--- src/rtl/hgr_pkg.sv ---
// Shared types, constants and saturating word arithmetic for the gating rate pipeline.
// Used by hgr_div, hgr_exp and hh_gating_rate; depends on nothing.
package hgr_pkg;

   localparam int DATA_W  = 32;
   localparam int FRAC_W  = 16;
   localparam int QUOT_W  = DATA_W + FRAC_W;
   localparam int PROD_W  = 2 * DATA_W;
   localparam int EXP_W   = 3;
   localparam int IN_USED = 10 * DATA_W + EXP_W;
   localparam int IN_TDATA_W = ((IN_USED + 7) / 8) * 8;

   localparam logic [DATA_W-1:0] WORD_MAX = {1'b0, {(DATA_W-1){1'b1}}};
   localparam logic [DATA_W-1:0] WORD_MIN = {1'b1, {(DATA_W-1){1'b0}}};
   localparam logic [DATA_W-1:0] ONE_Q    = 32'h0001_0000;

   localparam logic [EXP_W-1:0] EXP_MIN = 3'd1;
   localparam logic [EXP_W-1:0] EXP_MAX = 3'd4;

   // log2(e) with 32 fraction bits; polynomial terms already at 16 fraction bits
   localparam logic [32:0] LOG2E_Q32 = 33'd6196328019;
   localparam logic [15:0] C1_Q = 16'd45599;
   localparam logic [15:0] C2_Q = 16'd14752;
   localparam logic [15:0] C3_Q = 16'd5183;

   typedef struct packed {
      logic              sat;
      logic [DATA_W-1:0] val;
   } satw_type;

   typedef struct packed {
      logic              sat;
      logic [EXP_W-1:0]  n;
      logic [DATA_W-1:0] xg;
      logic [DATA_W-1:0] phi;
      logic [DATA_W-1:0] t0;
      logic [DATA_W-1:0] t1;
      logic [DATA_W-1:0] m;
      logic [DATA_W-1:0] op_a;
      logic [DATA_W-1:0] op_b;
      logic [DATA_W-1:0] op_c;
   } pipe_type;

   function automatic logic [DATA_W-1:0] mag(input logic [DATA_W-1:0] a);
      return a[DATA_W-1] ? (~a + 1'b1) : a;
   endfunction

   function automatic satw_type add_q(input logic [DATA_W-1:0] a, input logic [DATA_W-1:0] b);
      logic [DATA_W:0] s;
      satw_type r;
      s = {a[DATA_W-1], a} + {b[DATA_W-1], b};
      r.sat = s[DATA_W] ^ s[DATA_W-1];
      r.val = r.sat ? (s[DATA_W] ? WORD_MIN : WORD_MAX) : s[DATA_W-1:0];
      return r;
   endfunction

   function automatic satw_type sub_q(input logic [DATA_W-1:0] a, input logic [DATA_W-1:0] b);
      logic [DATA_W:0] s;
      satw_type r;
      s = {a[DATA_W-1], a} - {b[DATA_W-1], b};
      r.sat = s[DATA_W] ^ s[DATA_W-1];
      r.val = r.sat ? (s[DATA_W] ? WORD_MIN : WORD_MAX) : s[DATA_W-1:0];
      return r;
   endfunction

   function automatic satw_type neg_q(input logic [DATA_W-1:0] a);
      satw_type r;
      r.sat = (a == WORD_MIN);
      r.val = r.sat ? WORD_MAX : (~a + 1'b1);
      return r;
   endfunction

   // signed word from a magnitude and a sign, saturating
   function automatic satw_type to_word(input logic neg, input logic [QUOT_W-1:0] q);
      logic              big;
      logic [DATA_W-1:0] lo;
      satw_type          r;
      big = (q[QUOT_W-1:DATA_W] != '0);
      lo  = q[DATA_W-1:0];
      r.sat = big || (neg ? (lo > WORD_MIN) : (lo > WORD_MAX));
      if (r.sat) begin
         r.val = neg ? WORD_MIN : WORD_MAX;
      end else begin
         r.val = neg ? (~lo + 1'b1) : lo;
      end
      return r;
   endfunction

   // drop the fraction bits of a full product magnitude, then saturate
   function automatic satw_type mul_fin(input logic [PROD_W-1:0] p, input logic neg);
      return to_word(neg, p[PROD_W-1:FRAC_W]);
   endfunction

endpackage

--- src/rtl/hgr_exp.sv ---
// Pipelined fixed-point exponential: 2^k times a cubic in the fraction of x*log2(e).
// Eight register stages, one multiply each at most; depends on hgr_pkg.
module hgr_exp (
   input  logic                        clock,
   input  logic                        reset,
   input  logic                        adv,
   input  logic                        vld_i,
   input  logic [hgr_pkg::DATA_W-1:0]  x_i,
   input  hgr_pkg::pipe_type           side_i,
   output logic                        vld_o,
   output logic [hgr_pkg::DATA_W-1:0]  e_o,
   output hgr_pkg::pipe_type           side_o
);

   localparam int DW    = hgr_pkg::DATA_W;
   localparam int FW    = hgr_pkg::FRAC_W;
   localparam int NST   = 8;
   localparam int PW    = FW + 1;
   localparam int SH_W  = PW + DW - 2;

   logic              vld_ff  [0:NST-1];
   hgr_pkg::pipe_type side_ff [0:NST-1];

   logic [DW-1:0]     xm_ff;
   logic              xs_ff;
   logic [DW+32:0]    prod_ff;
   logic              ps_ff;
   logic [15:0]       k_ff [2:6];
   logic [FW-1:0]     f_ff [2:4];
   logic [28:0]       h3_ff;
   logic [30:0]       h2_ff;
   logic [31:0]       h1_ff;
   logic [PW-1:0]     p_ff;
   logic [DW-1:0]     e_ff;

   hgr_pkg::satw_type y_in;
   logic [15:0]       t2_in;
   logic [15:0]       t1_in;
   logic [DW-1:0]     e_in;
   logic [15:0]       rsh_in;
   logic [SH_W-1:0]   wide_in;

   always_comb begin
      y_in  = hgr_pkg::to_word(ps_ff, hgr_pkg::QUOT_W'(prod_ff[DW+32:32]));
      t2_in = hgr_pkg::C2_Q + 16'(h3_ff >> FW);
      t1_in = hgr_pkg::C1_Q + 16'(h2_ff >> FW);
   end

   // scale by 2^k, saturating on the high side and flushing to zero on the low side
   always_comb begin
      rsh_in  = ~k_ff[6] + 1'b1;
      wide_in = SH_W'(p_ff) << k_ff[6][4:0];
      if (!k_ff[6][15]) begin
         if (k_ff[6] >= 16'(DW - 1) || wide_in > SH_W'(hgr_pkg::WORD_MAX)) begin
            e_in = hgr_pkg::WORD_MAX;
         end else begin
            e_in = wide_in[DW-1:0];
         end
      end else if (rsh_in >= 16'(DW)) begin
         e_in = '0;
      end else begin
         e_in = DW'(p_ff) >> rsh_in[4:0];
      end
   end

   always_ff @(posedge clock) begin
      if (reset) begin
         for (int s = 0; s < NST; s++) begin
            vld_ff[s] <= 1'b0;
         end
      end else if (adv) begin
         vld_ff[0] <= vld_i;
         for (int s = 1; s < NST; s++) begin
            vld_ff[s] <= vld_ff[s-1];
         end
      end
   end

   always_ff @(posedge clock) begin
      if (adv) begin
         side_ff[0] <= side_i;
         for (int s = 1; s < NST; s++) begin
            side_ff[s] <= side_ff[s-1];
         end
         xm_ff   <= hgr_pkg::mag(x_i);
         xs_ff   <= x_i[DW-1];
         prod_ff <= (DW+33)'(xm_ff) * (DW+33)'(hgr_pkg::LOG2E_Q32);
         ps_ff   <= xs_ff;
         k_ff[2] <= y_in.val[DW-1:FW];
         f_ff[2] <= y_in.val[FW-1:0];
         h3_ff   <= 29'(f_ff[2]) * 29'(hgr_pkg::C3_Q);
         k_ff[3] <= k_ff[2];
         f_ff[3] <= f_ff[2];
         h2_ff   <= 31'(f_ff[3]) * 31'(t2_in);
         k_ff[4] <= k_ff[3];
         f_ff[4] <= f_ff[3];
         h1_ff   <= 32'(f_ff[4]) * 32'(t1_in);
         k_ff[5] <= k_ff[4];
         p_ff    <= PW'(hgr_pkg::ONE_Q) + PW'(h1_ff >> FW);
         k_ff[6] <= k_ff[5];
         e_ff    <= e_in;
      end
   end

   assign vld_o  = vld_ff[NST-1];
   assign side_o = side_ff[NST-1];
   assign e_o    = e_ff;

endmodule
--- config.mk ---
export PLATFORM = sky130hd
export DESIGN_NAME = hgr_exp
export DESIGN_NICKNAME = d
export VERILOG_FILES = /design/src/rtl/hgr_pkg.sv /design/src/rtl/hgr_exp.sv
export SDC_FILE = /design/constraint.sdc
export NUM_CORES = 2
export LEC_CHECK = 0
export BUFFER_PORTS_ARGS = -buffer_cell sky130_fd_sc_hd__buf_2
export CAP_MARGIN = 20
export CORE_ASPECT_RATIO = 0.6
export CORE_MARGIN = 2
export CORE_UTILIZATION = 40
export CTS_CLUSTER_SIZE = 20
export DETAILED_ROUTE_END_ITERATION = 6
export RECOVER_POWER = 50
export SETUP_SLACK_MARGIN = 0.5
export SLEW_MARGIN = 20
export SYNTH_ARGS = -nofsm -noshare
export SYNTH_HDL_FRONTEND = slang
export SYNTH_SLANG_ARGS = --single-unit
--- constraint.sdc ---
create_clock -name clock -period 11.3 [get_ports clock]
set_input_delay 2.26 -clock clock [delete_from_list [all_inputs] [get_ports clock]]
set_output_delay 2.26 -clock clock [all_outputs]
set_load 0.02 [all_outputs]
# == Yosys cells after proc, flatten, opt, wreduce, memory -nomap -nowiden ==
# Memories as Yosys holds them, arrays and structs flattened.
# Index checks and enable logic that the tools add are counted.
# word_totals
register_bits,240
ramBits,2216
out_inout_bits,293
elab_cells,66
mem_count,4
# mem_list
name,words,width,read_ports,rd_ports_with_merged_regs,wr,line_no,text
side_ff,8,260,8,0,8,hgr_exp.sv:22,hgr_pkg::pipe_type side_ff [0:NST-1];
k_ff,5,16,5,0,5,hgr_exp.sv:28,logic [15:0] k_ff [2:6];
f_ff,3,16,3,0,3,hgr_exp.sv:29,logic [FW-1:0] f_ff [2:4];
vld_ff,8,1,8,0,8,hgr_exp.sv:21,logic vld_ff [0:NST-1];
# classes
addsub,6
multipliers,4
n_lt_le_gt_ge,5
shifts,2
n_mux,22
bitwise,11
n_reduce_logical,2
# ops
operator,n
32-bit 2-to-1 mux,6
"32-bit by 33-bit multiplier with 65-bit output, second input constant",1
"32-bit by 1-bit adder with 32-bit output, second input constant",2
32-bit NOT,2
"47-bit by 31-bit > comparator with 1-bit output, second input constant",1
17-bit by 5-bit << shifter with 47-bit output,1
"32-bit by 31-bit > comparator with 1-bit output, second input constant",1
"32-bit > comparator, second input constant",1
16-bit by 16-bit multiplier with 32-bit output,1
17-bit by 5-bit >> shifter with 32-bit output,1
16-bit by 15-bit multiplier with 31-bit output,1
31-bit 2-to-1 mux,1
"16-bit by 13-bit multiplier with 29-bit output, second input constant",1
"17-bit by 16-bit adder with 17-bit output, first input constant",1
"16-bit by 1-bit adder with 16-bit output, second input constant",1
"16-bit by 15-bit adder with 16-bit output, first input constant",1
"16-bit by 5-bit greater-or-equal comparator with 1-bit output, second input constant",1
"16-bit by 6-bit greater-or-equal comparator with 1-bit output, second input constant",1
16-bit NOT,1
"14-bit by 13-bit adder with 15-bit output, first input constant",1
1-bit 2-to-1 mux,15
1-bit OR,8
1-bit logical OR,2

# == Depth between registers and ports, before layout ==
# An unclocked memory read counts as a cell.
# logic_depth
word_depth,6
mapped_depth,31
depth_no_buf,29

# == Worst setup path before layout ==
# OpenSTA, ideal clock, no wires.
# synth_path
path_kind,flip-flop to flip-flop
startpoint,reg h2_ff[16]
endpoint,"reg h1_ff[29], data pin"
setup_time_ps,258
arrival_time_ps,7540
setup_slack_ps,3502
path_stages_with_launch,30
cell_sequence,edfxtp_1 > inv_1 > clkbuf_1 > ha_1 > nand2_1 > o21a_1 > a41oi_1 > nor2_1 > nor3_1 > xnor2_1 > clkbuf_1 > nand2_1 > fa_1 > fa_1 > inv_1 > fa_1 > fa_1 > fa_1 > inv_1 > fa_1 > inv_1 > ha_1 > a21o_1 > a21oi_1 > a31oi_1 > o31ai_1 > a211oi_1 > or4_1 > a31oi_1 > xnor2_1
# synth_between
elab_chain_len,2
# synth_rtl
item,line_no,text
"start, declared",hgr_exp.sv:31,logic [30:0] h2_ff;
"start signal, assigned",hgr_exp.sv:94,h2_ff <= 31'(f_ff[3]) * 31'(t2_in);
16-bit by 15-bit adder with 16-bit output,hgr_exp.sv:46,t1_in = hgr_pkg::C1_Q + 16'(h2_ff >> FW);
16-bit by 16-bit multiplier with 32-bit output,hgr_exp.sv:97,h1_ff <= 32'(f_ff[4]) * 32'(t1_in);
"end signal, assigned",hgr_exp.sv:97,
"end, declared",hgr_exp.sv:32,logic [31:0] h1_ff;
# No other way between the ends.
# A chain may end at the register's enable or synchronous reset.

==> flow_metrics.py <==
metrics = {
    "detailed_routing": {
        "wl_met1_mm": 108.3,
        "highest_layer": "met5",
        "detail-route-antenna-nets": 0,
        "drt_iter0_drc": 4363,
        "vias": 54420,
        "dr_wl_met3_mm": 14.10,
        "via_per_inst": 4.694,
        "routed_wirelength_mm": 215.5,
        "wl_met2_mm": 89.81,
        "drc": 0,
        "wl_per_cell_um": 18.58,
        "drt-pass1-iter-count": 6,
    },
    "clocking": {
        "ctsHoldBuffers": 0,
        "cts_sinks": 2375,
        "clock_path_buffers": 4,
        "clk_latency_ns": 0.94,
        "ctsResizeCount": 0,
        "htree_levels": 4,
        "clk_pin_slew_ns": 0.06,
        "cts_tree": "built",
        "root_buffer": "clkbuf_16",
        "numCtsBuffers": 219,
        "cts_setup_buffers": 0,
    },
    "worst_setup_path": {
        "slowest_stage": "clkbuf_1",
        "critical_path_class": "in2reg",
        "critPathArrivalTime_ns": 9.67,
        "critPathMaxStageDelay_ns": 5.22,
        "path_buf_inv": 2,
        "crit_path_end_kind": "register",
        "crit_family": "buffers and inverters",
        "worst_path_most_repeated_cell": "clkbuf_1",
        "start_kind": "input pin",
        "cp_max_fo": 135,
        "required_ns": 11.75,
        "cp_cell_sequence": "clkbuf_1 > clkbuf_1",
    },
    "status": {
        "status": "finished with violations",
        "failed_checks": "max-capacitance violations, max-slew violations",
    },
    "grt": {
        "grt_pass1_wl_mm": 333.7,
        "first_global_vias": 56100,
        "grt_overflow": 0,
        "grt_max_degree": 204,
        "antenna_found_initial": 9,
        "grt_use_total_pct": 14.89,
    },
    "synthesis": {
        "synthFlopType": "edfxtp_1",
        "synth-compound-area-share_pct": 2.506,
        "ys_seq_area_share_pct": 62.46,
        "ys_types": 73,
        "ys.warnings.count": 0,
        "synth_top_family_by_area": "adder cells",
        "avgSynthCellArea_um2": 15.87,
        "syn_area_mm2": 0.1142,
        "synthMuxAreaShare_pct": 0.6202,
        "ys_ff_latch": 2375,
        "yosys.area_share.simple_pct": 4.410,
        "synth_nets": 9074,
        "synth_xor_area_share_pct": 0.9588,
        "synth-edff-count": 2375,
        "ys_async_sr_fraction_pct": 0,
        "synth_fa_ha_area_share_pct": 22.97,
        "netlist_instances": 7193,
    },
    "die": {
        "fp-row-count": 151,
        "die_height_um": 417.9,
        "die_area_mm2": 0.2899,
        "core_mm2": 0.2830,
        "die_width_um": 693.8,
        "initial_utilization_pct": 40.35,
        "io_pins": 589,
    },
    "timing": {
        "timing.final.hold_violations": 0,
        "finalClockSkew_ns": 0.07945,
        "fin_crit_ns": 9.222,
        "tns_ns": 0,
        "max_slew_margin_pct": -405.9,
        "worst_slew_pin_slew_ns": 7.589,
        "fmax_ghz": 0.1084,
        "post-route-period-util_pct": 81.61,
        "rsz0062_at_grt": "no",
        "setup_viol": 0,
        "slew_violations": 190,
    },
    "cells_and_area": {
        "drive_gt1_share_pct": 12.57,
        "nets": 9550,
        "final_common_cell": "edfxtp_1",
        "area_growth_pct": 11.18,
        "fillerInstances": 24750,
        "layout_common_cells": "2375 x edfxtp_1, 1192 x inv_1, 852 x fa_1",
    },
    "place": {
        "io_buffers": 588,
        "hpwl_mm": 158.8,
        "gp_congestion": 0.8968,
    },
    "hold_path": {
        "hold_path_class": "reg2reg",
    },
    "run": {
        "cap_violations": 2,
    },
}
state kept, by name, indices dropped and copies added (netlist names):
register / count
e_o: 32
h1_ff: 16
xs_ff: 1
prod_ff: 33
k_ff: 80
p_ff: 16
h2_ff: 15
side_ff: 2080
ps_ff: 1
vld_ff: 8
h3_ff: 14
f_ff: 47
xm_ff: 32
path summary, 6_finish.rpt:
check	start	endpoint	slack [ns]	depth (start not counted)
worst min register to register	side_ff[0][236]	side_ff[0][496]	0.35	0
worst max register to register	xm_ff[5]	prod_ff[58]	2.48	27
worst min-delay path	side_ff[0][236]	side_ff[0][496]	0.35	0
worst max-delay path	adv	side_ff[0][91]	2.08	2
cell usage after synthesis (6+ instances only):
master | instances | share of area (%)
o22ai_1 | 18 | 0.099
a21boi_0 | 6 | 0.039
nor3b_1 | 14 | 0.092
a21oi_1 | 146 | 0.64
o21bai_1 | 8 | 0.053
xor2_1 | 39 | 0.30
nor2b_1 | 41 | 0.22
nand4_1 | 28 | 0.15
nand3_1 | 37 | 0.16
o21a_1 | 14 | 0.092
and3_1 | 6 | 0.033
buf_4 | 261 | 1.7
and2_1 | 202 | 1.1
clkbuf_1 | 111 | 0.36
edfxtp_1 | 2375 | 62
nor3_1 | 41 | 0.18
a31oi_1 | 20 | 0.11
mux2i_1 | 37 | 0.32
nor4_1 | 10 | 0.055
o31ai_1 | 16 | 0.11
o21ai_0 | 80 | 0.35
or2_2 | 16 | 0.088
a211oi_1 | 20 | 0.13
or4_1 | 11 | 0.072
mux4_2 | 11 | 0.22
o41ai_1 | 8 | 0.061
a21o_1 | 44 | 0.29
nand3b_1 | 10 | 0.066
a22oi_1 | 26 | 0.17
nor2_1 | 135 | 0.44
or3_1 | 18 | 0.099
ha_1 | 733 | 8.0
inv_1 | 1192 | 3.9
fa_1 | 852 | 15
mux2_2 | 8 | 0.079
nand2b_1 | 42 | 0.23
buf_1 | 9 | 0.030
nand2_1 | 391 | 1.3
o211ai_1 | 7 | 0.046
xnor2_1 | 86 | 0.66
per-stage QoR:
stage	std cells	worst slack, ns	area, µm²	utilization (%)	hold WS, ns
3_3_place_gp	11200	2.412	119900	42.38	0.4000
2_1_floorplan	7193	3.502	114200	-	0.4003
4_1_cts	11590	2.385	127000	44.86	0.3539
3_5_place_dp	11200	2.422	119900	42.38	0.4045
6_report	11590	2.078	127000	44.86	0.3477
5_1_grt	11590	1.334	126900	44.85	0.3488
final cells by class:
| type | instances | area [µm²] | share of cell area, % |
|---|---|---|---|
| Inverter | 1194 | 4482 | 3.530 |
| Antenna cell | 3 | 7.507 | 0.005913 |
| Sequential cell | 2375 | 71320 | 56.18 |
| Timing Repair Buffer | 642 | 3478 | 2.740 |
| Multi-Input combinational cell | 3237 | 35950 | 28.32 |
| Clock inverter | 139 | 1408 | 1.109 |
| Tap cell | 3748 | 4690 | 3.694 |
| Clock buffer | 256 | 5619 | 4.426 |
cell families (layout without fill, tap and decap cells):
logic type	Yosys count	in the layout
AO/OA/AOI/OAI	453	453
other	1	4
flip-flops	2375	2375
XOR/XNOR	125	125
adder cells (fa/ha/maj)	1585	1585
AND/OR/NAND/NOR	1017	1017
multiplexers	56	56
buffers and inverters	1581	2231
layer usage:
| layer | up-vias | GRT usage (%) |
|---|---|---|
| met5 | - | 0 |
| met4 | 10 | 2.749 |
| met3 | 238 | 3.518 |
| met2 | 1209 | 20.90 |
| met1 | 27600 | 23.54 |
| li1 | 25360 | - |
Power is not shown: default switching activity piles up to over one toggle a cycle in this logic, so the estimate is an artifact.
